## config.mk

```make
export PLATFORM = sky130hd
export DESIGN_NAME = bf_ctrl
export DESIGN_NICKNAME = d
export VERILOG_FILES = /design/src/hw/rtl/bf_pkg.sv /design/src/hw/rtl/bf_ctrl.sv
export SDC_FILE = /design/constraint.sdc
export NUM_CORES = 1
export LEC_CHECK = 0
export CORE_UTILIZATION = 42
export DETAILED_ROUTE_END_ITERATION = 8
export DONT_BUFFER_PORTS = 1
export GPL_ROUTABILITY_DRIVEN = 0
export MAX_ROUTING_LAYER = met4
export SLEW_MARGIN = 20
export SYNTH_ARGS = -nofsm -noshare
export SYNTH_HDL_FRONTEND = slang
export SYNTH_SLANG_ARGS = --single-unit
export TNS_END_PERCENT = 20
```

## constraint.sdc

```tcl
create_clock -name clk_i -period 2.55 [get_ports clk_i]
set_input_delay 0.765 -clock clk_i [delete_from_list [all_inputs] [get_ports clk_i]]
set_output_delay 0.765 -clock clk_i [all_outputs]
set_load 0.005 [all_outputs]
```

## src/hw/rtl/bf_pkg.sv

```systemverilog
`default_nettype none

package bf_pkg;

  // Fixed field and internal widths
  localparam int PIXEL_BITS = 16;
  localparam int K_W        = 4;
  localparam int IW_W       = 12;
  localparam int IH_W       = 13;
  localparam int CH_W       = 2;
  localparam int MODE_W     = 2;
  localparam int FMT_W      = 2;
  localparam int DEC_W      = PIXEL_BITS + 1;
  localparam int CS_W       = 21;
  localparam int SUM_W      = 25;
  localparam int ROW_W      = 14;
  localparam int POS_W      = 16;
  localparam int TAB_N      = 16;
  localparam int MOD_STEPS  = IH_W;
  localparam int CFG_IDX_W  = 3;
  localparam int CFG_DATA_W = 16;

  // Defaults for the top level parameters
  localparam int DEF_MAX_KERNEL   = 15;
  localparam int DEF_MAX_WIDTH    = 2048;
  localparam int DEF_MAX_CHANNELS = 3;

  // Register indexes
  localparam logic [CFG_IDX_W-1:0] CFG_KERNEL   = 3'd0;
  localparam logic [CFG_IDX_W-1:0] CFG_WIDTH    = 3'd1;
  localparam logic [CFG_IDX_W-1:0] CFG_HEIGHT   = 3'd2;
  localparam logic [CFG_IDX_W-1:0] CFG_CHANNELS = 3'd3;
  localparam logic [CFG_IDX_W-1:0] CFG_BORDER   = 3'd4;
  localparam logic [CFG_IDX_W-1:0] CFG_CONST    = 3'd5;
  localparam logic [CFG_IDX_W-1:0] CFG_FORMAT   = 3'd6;

  // Border modes
  localparam logic [MODE_W-1:0] BM_CONST = 2'd0;
  localparam logic [MODE_W-1:0] BM_REPL  = 2'd1;
  localparam logic [MODE_W-1:0] BM_REFL  = 2'd2;

  // Pixel formats
  localparam logic [FMT_W-1:0] FMT_U8  = 2'd0;
  localparam logic [FMT_W-1:0] FMT_U16 = 2'd1;
  localparam logic [FMT_W-1:0] FMT_S16 = 2'd2;

  // Command codes
  localparam logic CMD_PIXEL = 1'b0;
  localparam logic CMD_FLUSH = 1'b1;

  typedef struct packed {
    logic                  command;
    logic [PIXEL_BITS-1:0] pixel_value;
  } in_item_t;

  typedef struct packed {
    logic [PIXEL_BITS-1:0] mean_value;
    logic                  frame_last;
  } out_item_t;

  // Controller to datapath commands
  typedef struct packed {
    logic ld_item;
    logic wr_pixel;
    logic restart;
    logic fold_v;
    logic fold_h;
    logic fold_step;
    logic mod_start;
    logic mod_step;
    logic tab_wr;
    logic j_clr;
    logic j_inc;
    logic acc_clr;
    logic b_rd;
    logic b_acc;
    logic cs_wr;
    logic bi_clr;
    logic bi_inc;
    logic m_const;
    logic m_rd;
    logic m_acc;
    logic div_start;
    logic div_step;
    logic out_load;
  } cmd_t;

  // Datapath to controller status
  typedef struct packed {
    logic yo_ge_h;
    logic out_rdy;
    logic col_zero;
    logic fold_done;
    logic fold_const;
    logic mod_done;
    logic j_last;
    logic bi_last;
    logic div_done;
    logic out_free;
  } stat_t;

  // Raw sample bits to a signed value
  function automatic logic signed [DEC_W-1:0] decode_px(input logic [PIXEL_BITS-1:0] raw,
                                                        input logic [FMT_W-1:0] fmt);
    logic [DEC_W-1:0] v;
    unique case (fmt)
      FMT_U8:  v = {{(DEC_W-8){1'b0}}, raw[7:0]};
      FMT_S16: v = {raw[PIXEL_BITS-1], raw};
      default: v = {1'b0, raw};
    endcase
    return signed'(v);
  endfunction

endpackage

`default_nettype wire

```

## src/hw/rtl/bf_ctrl.sv

```systemverilog
`default_nettype none

module bf_ctrl
  import bf_pkg::*;
(
  input  wire logic  clk_i,
  input  wire logic  rst_ni,
  input  wire logic  in_valid_i,
  output logic       in_stall_o,
  output cmd_t       cmd_o,
  input  wire stat_t stat_i
);

  localparam logic [3:0] S_IDLE   = 4'd0;
  localparam logic [3:0] S_WR     = 4'd1;
  localparam logic [3:0] S_CHK    = 4'd2;
  localparam logic [3:0] S_VF_LD  = 4'd3;
  localparam logic [3:0] S_VF     = 4'd4;
  localparam logic [3:0] S_VM     = 4'd5;
  localparam logic [3:0] S_B_INIT = 4'd6;
  localparam logic [3:0] S_B_RD   = 4'd7;
  localparam logic [3:0] S_B_ACC  = 4'd8;
  localparam logic [3:0] S_B_WR   = 4'd9;
  localparam logic [3:0] S_HF_LD  = 4'd10;
  localparam logic [3:0] S_HF     = 4'd11;
  localparam logic [3:0] S_M_ACC  = 4'd12;
  localparam logic [3:0] S_DIV0   = 4'd13;
  localparam logic [3:0] S_DIV    = 4'd14;
  localparam logic [3:0] S_OUT    = 4'd15;

  logic [3:0] state_q, state_d;
  cmd_t       cmd;

  assign in_stall_o = (state_q != S_IDLE);

  // Sequencer
  always_comb begin
    cmd     = '0;
    state_d = state_q;
    unique case (state_q)
      S_IDLE: begin
        if (in_valid_i) begin
          cmd.ld_item = 1'b1;
          state_d     = S_WR;
        end
      end
      S_WR: begin
        cmd.wr_pixel = 1'b1;
        state_d      = S_CHK;
      end
      S_CHK: begin
        cmd.j_clr   = 1'b1;
        cmd.acc_clr = 1'b1;
        if (stat_i.yo_ge_h) begin
          cmd.restart = 1'b1;
          state_d     = S_IDLE;
        end else if (!stat_i.out_rdy) begin
          state_d = S_IDLE;
        end else if (stat_i.col_zero) begin
          state_d = S_VF_LD;
        end else begin
          state_d = S_HF_LD;
        end
      end
      // slot table for the K rows of this output row
      S_VF_LD: begin
        cmd.fold_v = 1'b1;
        state_d    = S_VF;
      end
      S_VF: begin
        if (!stat_i.fold_done) begin
          cmd.fold_step = 1'b1;
        end else if (stat_i.fold_const) begin
          cmd.tab_wr = 1'b1;
          if (stat_i.j_last) begin
            state_d = S_B_INIT;
          end else begin
            cmd.j_inc = 1'b1;
            state_d   = S_VF_LD;
          end
        end else begin
          cmd.mod_start = 1'b1;
          state_d       = S_VM;
        end
      end
      S_VM: begin
        if (!stat_i.mod_done) begin
          cmd.mod_step = 1'b1;
        end else begin
          cmd.tab_wr = 1'b1;
          if (stat_i.j_last) begin
            state_d = S_B_INIT;
          end else begin
            cmd.j_inc = 1'b1;
            state_d   = S_VF_LD;
          end
        end
      end
      // vertical sums across the row
      S_B_INIT: begin
        cmd.bi_clr  = 1'b1;
        cmd.j_clr   = 1'b1;
        cmd.acc_clr = 1'b1;
        state_d     = S_B_RD;
      end
      S_B_RD: begin
        cmd.b_rd = 1'b1;
        state_d  = S_B_ACC;
      end
      S_B_ACC: begin
        cmd.b_acc = 1'b1;
        if (stat_i.j_last) begin
          state_d = S_B_WR;
        end else begin
          cmd.j_inc = 1'b1;
          state_d   = S_B_RD;
        end
      end
      S_B_WR: begin
        cmd.cs_wr   = 1'b1;
        cmd.j_clr   = 1'b1;
        cmd.acc_clr = 1'b1;
        if (stat_i.bi_last) begin
          state_d = S_HF_LD;
        end else begin
          cmd.bi_inc = 1'b1;
          state_d    = S_B_RD;
        end
      end
      // horizontal sum of K column sums
      S_HF_LD: begin
        cmd.fold_h = 1'b1;
        state_d    = S_HF;
      end
      S_HF: begin
        if (!stat_i.fold_done) begin
          cmd.fold_step = 1'b1;
        end else if (stat_i.fold_const) begin
          cmd.m_const = 1'b1;
          if (stat_i.j_last) begin
            state_d = S_DIV0;
          end else begin
            cmd.j_inc = 1'b1;
            state_d   = S_HF_LD;
          end
        end else begin
          cmd.m_rd = 1'b1;
          state_d  = S_M_ACC;
        end
      end
      S_M_ACC: begin
        cmd.m_acc = 1'b1;
        if (stat_i.j_last) begin
          state_d = S_DIV0;
        end else begin
          cmd.j_inc = 1'b1;
          state_d   = S_HF_LD;
        end
      end
      S_DIV0: begin
        cmd.div_start = 1'b1;
        state_d       = S_DIV;
      end
      S_DIV: begin
        if (stat_i.div_done) begin
          state_d = S_OUT;
        end else begin
          cmd.div_step = 1'b1;
        end
      end
      S_OUT: begin
        if (stat_i.out_free) begin
          cmd.out_load = 1'b1;
          state_d      = S_IDLE;
        end
      end
      default: state_d = S_IDLE;
    endcase
  end

  assign cmd_o = cmd;

  always_ff @(posedge clk_i or negedge rst_ni) begin
    if (!rst_ni) begin
      state_q <= S_IDLE;
    end else begin
      state_q <= state_d;
    end
  end

endmodule

`default_nettype wire

```

# Yosys cells after proc, flatten, opt, wreduce, memory -nomap -nowiden
# Cells that the tools add are included.
# op_classes
mux	54
n_reduce_logical	6
eq_ne	21
# ops
cell	n
4-bit one-hot mux with 16 select lines	1
4-bit 2-to-1 mux	11
1-bit 2-to-1 mux	34
4-bit == test (second input constant)	8
4-bit by 3-bit == test with 1-bit output (second input constant)	4
3-bit 2-to-1 mux	4
2-bit != test (second input constant)	6
4-bit by 2-bit == test with 1-bit output (second input constant)	2
6-bit AND reduction	1
4-bit by 1-bit == test with 1-bit output (second input constant)	1
4-bit logical NOT	1
2-bit 2-to-1 mux	2
4-bit nonzero test	1
2-bit OR reduction	2
1-bit one-hot mux with 3 select lines	1
3-bit OR reduction	1
1-bit one-hot mux with 2 select lines	1
# totals
wordCells	82
in_bits	13
out_inout_bits	24
register_bits	4

# Depth between registers and ports, before layout
# Gate-level depths: netlist of run 1.
# depth
depth_word	4
depth_mapped	7
mapped_depth_nobuf	5

# Least setup slack after synthesis of run 1
# OpenSTA, ideal clock, no wires.
# synth_path
path_type	input-to-output
start	in stat_i[5] in the netlist's numbering
end	out cmd_o[12] in the netlist's numbering
required_time_ps	1785
slack_ps	361
t_arrival_ps	1424
cell_stages	5
path_buffers	1
path_cell_list	clkbuf_1 > nand2_1 > nor2_1 > o21ai_1 > a21oi_1
# synth_lines
item	line_no	text
from (decl)	bf_ctrl.sv:11	input wire stat_t stat_i
to (decl)	bf_ctrl.sv:10	output cmd_t cmd_o,

==> qor.csv, run 1 <==
stage,metric,value,unit
critical_path,Crit path max-delay family,simple AND/OR/NAND/NOR gates,
critical_path,WP data arrival,1.58,ns
sta,final hold violations,0,
synthesis,most repeated cell in the gate-level netlist after synthesis,nor2_1,
cts,Root Driver,clkbuf_4,
critical_path,r2r startpoint,state_q[1],
critical_path,CP startpoint kind,flip-flop,
synthesis,Syn Inst Count,110,
critical_path,last element of the critical path,cmd_o[12],
critical_path,sequence of cells on the critical path,nand2b_1 > nor3b_1 > o21ai_1 > a21oi_1,
cts,total CTS buffers,3,
grt,global-route wire length before repair,2891,um
synthesis,Synth Warn #,0,
sta,highest clock rate,426.5,MHz
routing,TritonRoute pass-1 iters,6,
synthesis,synthesized flop and latch total,4,
sta,Setup-failing EPs final,0,
floorplan,CORE AREA,1559,um2
sta,final cycle utilization of the critical path,91.94,%
cells_and_area,Ant. Diodes,0,
cells_and_area,share of cells above drive strength 1,13.59,%
critical_path,Reg2Reg Depth,5,
grt,GRT Total Usage,20.27,%
sta,Least-Margin Pin Slew,0.4281,ns
floorplan,DIE AREA,1908,um2
floorplan,Die Ht,43.68,um
run,Max-Cap Viols,0,
cells_and_area,max reg flops,4,
power_and_ir_drop,Sequential Power Share,20.6,%
power_and_ir_drop,P_sw,516.1,uW
grt,Congestion Overflow GR,0,
cts,TritonCTS clock tree,built,
sta,"Slew Viols, Final",0,
worst_hold_path,Worst Hold Class,primary input to async pin,
critical_path,CP Depth,4,
power_and_ir_drop,Design Power,993.6,uW
sta,setup TNS,0,ns
sta,setup ws final,0.2055,ns
grt,largest net degree at the start of global routing,20,
power_and_ir_drop,PD cells,1360,nW/um2
cts,CTS Sinks,4,
synthesis,Yosys cell types,39,
power_and_ir_drop,Leak Pwr,0.2690,nW
power_and_ir_drop,VDD IR max,0.4895,mV
sta,Fin Clk Skew,0.004041,ns
synthesis,sequential area share after synthesis,13.72,%
cells_and_area,Area Overhead vs Synth,0.1715,%
routing,Vias,781,
critical_path,Critical Path Fanout Max,19,
routing,Antenna Nets Post-Route,0,
synthesis,top-area cell type share of the netlist area,13.72,%
synthesis,top_reg_cell synth,dfrtp_1,
cts,clk slew on worst S/H paths,0.04,ns
sta,Tmin final,2.345,ns
critical_path,reg-to-reg endpoint,state_q[0],
synthesis,synth top area cells,"dfrtp_1, nor2_1, a21oi_1, nor3_1, nand2b_1",
cts,Post-CTS Setup Inserts,0,
critical_path,slowest CP cell,dfrtp_2,
cts,H-tree depth,1,
critical_path,"Buf+Inv Stages, Crit Path",0,
synthesis,Synth async-reset ratio,100.0,%
cts,cts hold-fix bufs,0,
floorplan,die width,43.68,um
critical_path,"slowest stage delay, CP",0.51,ns
cells_and_area,biggest regs,state_q (4),
critical_path,"setup slack, reg-to-reg",0.62,ns
place,DP Wirelength,1333,um
cells_and_area,largest reg by FF count,state_q,
critical_path,CP required,1.79,ns
routing,Routed WL per cell,15.68,um
cts,CTS max path bufs,2,
run_status,status,"complete, but fails checks",
floorplan,Initial Util,46.79,%
sta,Slew HR,71.24,%
critical_path,kind of critical path,flip-flop to output port,
power_and_ir_drop,Comb pwr share,71.1,%
grt,initial antenna violation count,0,
place,Port Buffer Count,0,
critical_path,CP Capture Type,output port,
run_status,failing checks,design-rule violations,
synthesis,Synthesized Nets,123,
routing,DRC errors left,4,
floorplan,Ports,37,
place,Place WS,0.3643,ns
cells_and_area,filler cell count,172,
grt,vias in the first global route,634,
power_and_ir_drop,Clock power frac,8.2,%
cells_and_area,# nets final,118,
synthesis,cell taking the most area after synthesis,dfrtp_1,
power_and_ir_drop,Sw Share,51.94,%
cts,Clock Latency Late Sink,0.24,ns
cts,post-CTS sizing,0,
synthesis,ranking of synthesized cells by instance count,"nor2_1, a21oi_1, nor3_1, nand2_1, nand2b_1",
synthesis,Synth Cell Area,729.5,um2
synthesis,"EDFF count, synth",0,
routing,vias per inst,6.563,
floorplan,Rows,14,
power_and_ir_drop,internal cell power,477.5,uW
routing,1st-iter DRT viols,31,
routing,Detailed Route WL,1866,um
synthesis,Avg Inst Size Synth,6.631,um2
sta,unrepaired setup endpoints after global routing,no,
critical_path,crit path from,state_q[3],
==> cell families (layout without fill, tap and decap cells) <==
| kind of cell | count (synthesis) | count (layout) | synth area share [%] |
|---|---|---|---|
| AOI/OAI and AO/OA | 31 | 31 | 28.65 |
| xor gates and xnor gates | 1 | 1 | 1.201 |
| buffers and inverters | 15 | 8 | 9.947 |
| DFF | 4 | 4 | 13.72 |
| muxes | 5 | 5 | 8.576 |
| and+or+nand+nor | 54 | 54 | 37.91 |
==> placed cells by master (no fill, tap or decap), types with 2 or more instances in the layout <==
cell / synthesis / routed
nor3_1: 8 / 8
o21ai_1: 2 / 2
mux2_4: 2 / 2
nand3_1: 3 / 3
and3_1: 3 / 3
o211ai_1: 5 / 5
nor2b_1: 2 / 2
o22ai_1: 3 / 3
o21ai_0: 2 / 2
dfrtp_1: 4 / 3
nor2_1: 19 / 19
nor3b_1: 2 / 2
nand2_1: 7 / 7
buf_4: 1 / 3
nand2b_1: 6 / 6
a21oi_1: 10 / 10
clkbuf_4: 0 / 3
inv_1: 2 / 2
==> cell type report <==
class	instances	area, um2	area share [%]
multi-input cells	91	556.8	76.20
clock buffers	3	22.52	3.082
flip-flops and latches	4	101.3	13.87
repair buffers	3	22.52	3.082
inverters	2	7.507	1.027
well taps	16	20.02	2.740
==> stage by stage <==
step	util, %	hold WS, ns	area, um2	cells
2_1_floorplan	-	0.4694	729.5	110
3_3_place_gp	45.35	0.4695	706.9	116
3_5_place_dp	45.35	0.4695	706.9	116
4_1_cts	46.79	0.2175	729.5	119
5_1_grt	46.87	0.2182	730.7	119
6_report	46.87	0.2186	730.7	119
==> worst min-delay path by stage <==
stage | start | to | slack [ns]
final | rst_ni | state_q[1] | 0.22
after floorplan | rst_ni | state_q[0] | 0.47
after global placement | rst_ni | state_q[0] | 0.47
after detailed placement | rst_ni | state_q[1] | 0.47
after CTS | rst_ni | state_q[1] | 0.22
after global routing | rst_ni | state_q[2] | 0.22
==> routing by layer <==
metal  up-vias  wire [um]  global-route usage [%]
li1        378          -                       -
met1       364        856                   30.00
met2        36        838                   30.45
met3         3        154                       0
met4         0         17                   5.625
met5         -          0                       -
==> power groups by stage <==
stage	Clock, mW	Combinational, mW	Sequential (mW)
6_report	0.0819	0.707	0.205
5_1_grt	0.0836	0.784	0.220
4_1_cts	0.0829	0.710	0.201
3_5_place_dp	0	0.708	0.203
3_3_place_gp	0	0.704	0.203
2_1_floorplan	0	0.708	0.112
Power figures use the tool's default switching activity.
==> inputs of run 2 (changes only) <==
--- a/config.mk
+++ b/config.mk
@@ -10,6 +10,7 @@
 export DONT_BUFFER_PORTS = 1
 export GPL_ROUTABILITY_DRIVEN = 0
 export MAX_ROUTING_LAYER = met4
+export REMOVE_ABC_BUFFERS = 1
 export SLEW_MARGIN = 20
 export SYNTH_ARGS = -nofsm -noshare
 export SYNTH_HDL_FRONTEND = slang
==> qor.csv, run 2 (synthesis gave the netlist of run 1 again) <==
stage,metric,value,unit
cts,CTS max path bufs,2,
power_and_ir_drop,Sw Share,51.67,%
critical_path,CP startpoint kind,flip-flop,
critical_path,kind of critical path,flip-flop to output port,
grt,global-route wire length before repair,3132,um
critical_path,CP Capture Type,output port,
cells_and_area,Final Instance Count excl. Fillers,120,
floorplan,Ports,37,
cts,clk slew on worst S/H paths,0.04,ns
cts,Clock Latency Late Sink,0.24,ns
power_and_ir_drop,PD cells,1363,nW/um2
cells_and_area,largest reg by FF count,state_q,
sta,Tmin final,2.321,ns
sta,setup ws final,0.2286,ns
sta,"Slew Viols, Final",0,
sta,setup TNS,0,ns
worst_hold_path,Worst Hold Class,primary input to async pin,
routing,Detailed Route WL,1875,um
cts,cts hold-fix bufs,0,
critical_path,CP required,1.79,ns
power_and_ir_drop,Leak Pwr,0.2753,nW
sta,final hold violations,0,
floorplan,Initial Util,46.79,%
routing,Antenna Nets Post-Route,0,
sta,Setup-failing EPs final,0,
cts,H-tree depth,1,
floorplan,Die Ht,43.68,um
cells_and_area,"most common cell after layout, fill and taps aside",nor2_1,
power_and_ir_drop,VDD IR max,0.4855,mV
routing,TritonRoute pass-1 iters,4,
power_and_ir_drop,Sequential Power Share,18.0,%
power_and_ir_drop,Clock power frac,8.2,%
grt,vias in the first global route,672,
routing,vias per inst,6.550,
power_and_ir_drop,Comb pwr share,73.8,%
critical_path,WP data arrival,1.56,ns
floorplan,die width,43.68,um
place,Place WS,0.4851,ns
floorplan,CORE AREA,1559,um2
cells_and_area,Ant. Diodes,0,
run,Max-Cap Viols,0,
place,DP Wirelength,1429,um
floorplan,Rows,14,
grt,largest net degree at the start of global routing,18,
sta,highest clock rate,430.8,MHz
sta,final hold slack,0.2201,ns
cts,total CTS buffers,3,
place,DP Cell Count,117,
sta,final cycle utilization of the critical path,91.03,%
power_and_ir_drop,P_sw,519.1,uW
sta,Slew HR,73.88,%
grt,initial antenna violation count,0,
cells_and_area,max reg flops,4,
sta,Least-Margin Pin Slew,0.3896,ns
cells_and_area,Area Overhead vs Synth,1.029,%
floorplan,DIE AREA,1908,um2
cells_and_area,filler cell count,172,
grt,GRT Total Usage,22.36,%
run_status,status,"finished, final reports clean",
cells_and_area,"Core Util, Final",47.27,%
cells_and_area,# nets final,119,
cts,TritonCTS clock tree,built,
sta,unrepaired setup endpoints after global routing,no,
routing,Routed WL per cell,15.63,um
grt,Congestion Overflow GR,0,
cells_and_area,most frequent cells in the layout,"nor2_1, a21oi_1, nor3_1",
cts,Post-CTS Setup Inserts,0,
cts,Root Driver,clkbuf_4,
cts,post-CTS sizing,0,
critical_path,Critical Path Fanout Max,14,
cells_and_area,share of cells above drive strength 1,13.46,%
place,placed cell area,714.4,um2
sta,Fin Clk Skew,0.0003027,ns
cts,CTS Sinks,4,
routing,Vias,786,
power_and_ir_drop,internal cell power,485.6,uW
cells_and_area,biggest regs,state_q (4),
place,Port Buffer Count,0,
cells_and_area,Finished Cell Area,737.0,um2
routing,1st-iter DRT viols,15,
routing,DRC errors left,0,
power_and_ir_drop,Design Power,1.005,mW
==> run 2: final timing paths <==
kind	startpoint	end	slack (ns)	depth (start not counted)
hold reg to reg	state_q[2]	state_q[2]	0.89	2
setup reg to reg	state_q[1]	state_q[0]	0.57	5
hold / removal	rst_ni	state_q[3]	0.22	0
min in group clk_i	stat_i[7]	state_q[3]	0.77	3
max in group asynchronous	rst_ni	state_q[0]	2.26	0
setup / recovery	state_q[1]	cmd_o[17]	0.23	2
==> run 2: layout make-up <==
| type | instances | area [um2] | area share [%] |
|---|---|---|---|
| sequential | 4 | 100.1 | 13.58 |
| clock buffer | 3 | 22.52 | 3.056 |
| tap | 16 | 20.02 | 2.716 |
| inverter | 2 | 7.507 | 1.019 |
| timing repair buffer | 4 | 30.03 | 4.075 |
| multi-input combinational | 91 | 556.8 | 75.55 |
==> run 2: per-layer routing <==
metal	vias up	share of wire, %	track usage (%)
li1	382	-	-
met5	-	0	-
met4	0	1.9	9.375
met1	374	45	30.87
met3	4	5.9	4.167
met2	26	47	31.64
==> run 2: power by group through the flow <==
stage | combinational [mW] | clock (mW) | sequential (mW)
finish | 0.741 | 0.0822 | 0.181
global placement | 0.731 | 0 | 0.179
global route | 0.830 | 0.0886 | 0.189
CTS | 0.745 | 0.0840 | 0.180
floorplan | 0.500 | 0 | 0.238
detailed placement | 0.742 | 0 | 0.181
==> run 2: worst max-delay path: stages (launching register included) <==
cell and delay, ns:
dfrtp_1 0.51, or4b_4 0.61, a21oi_1 0.20
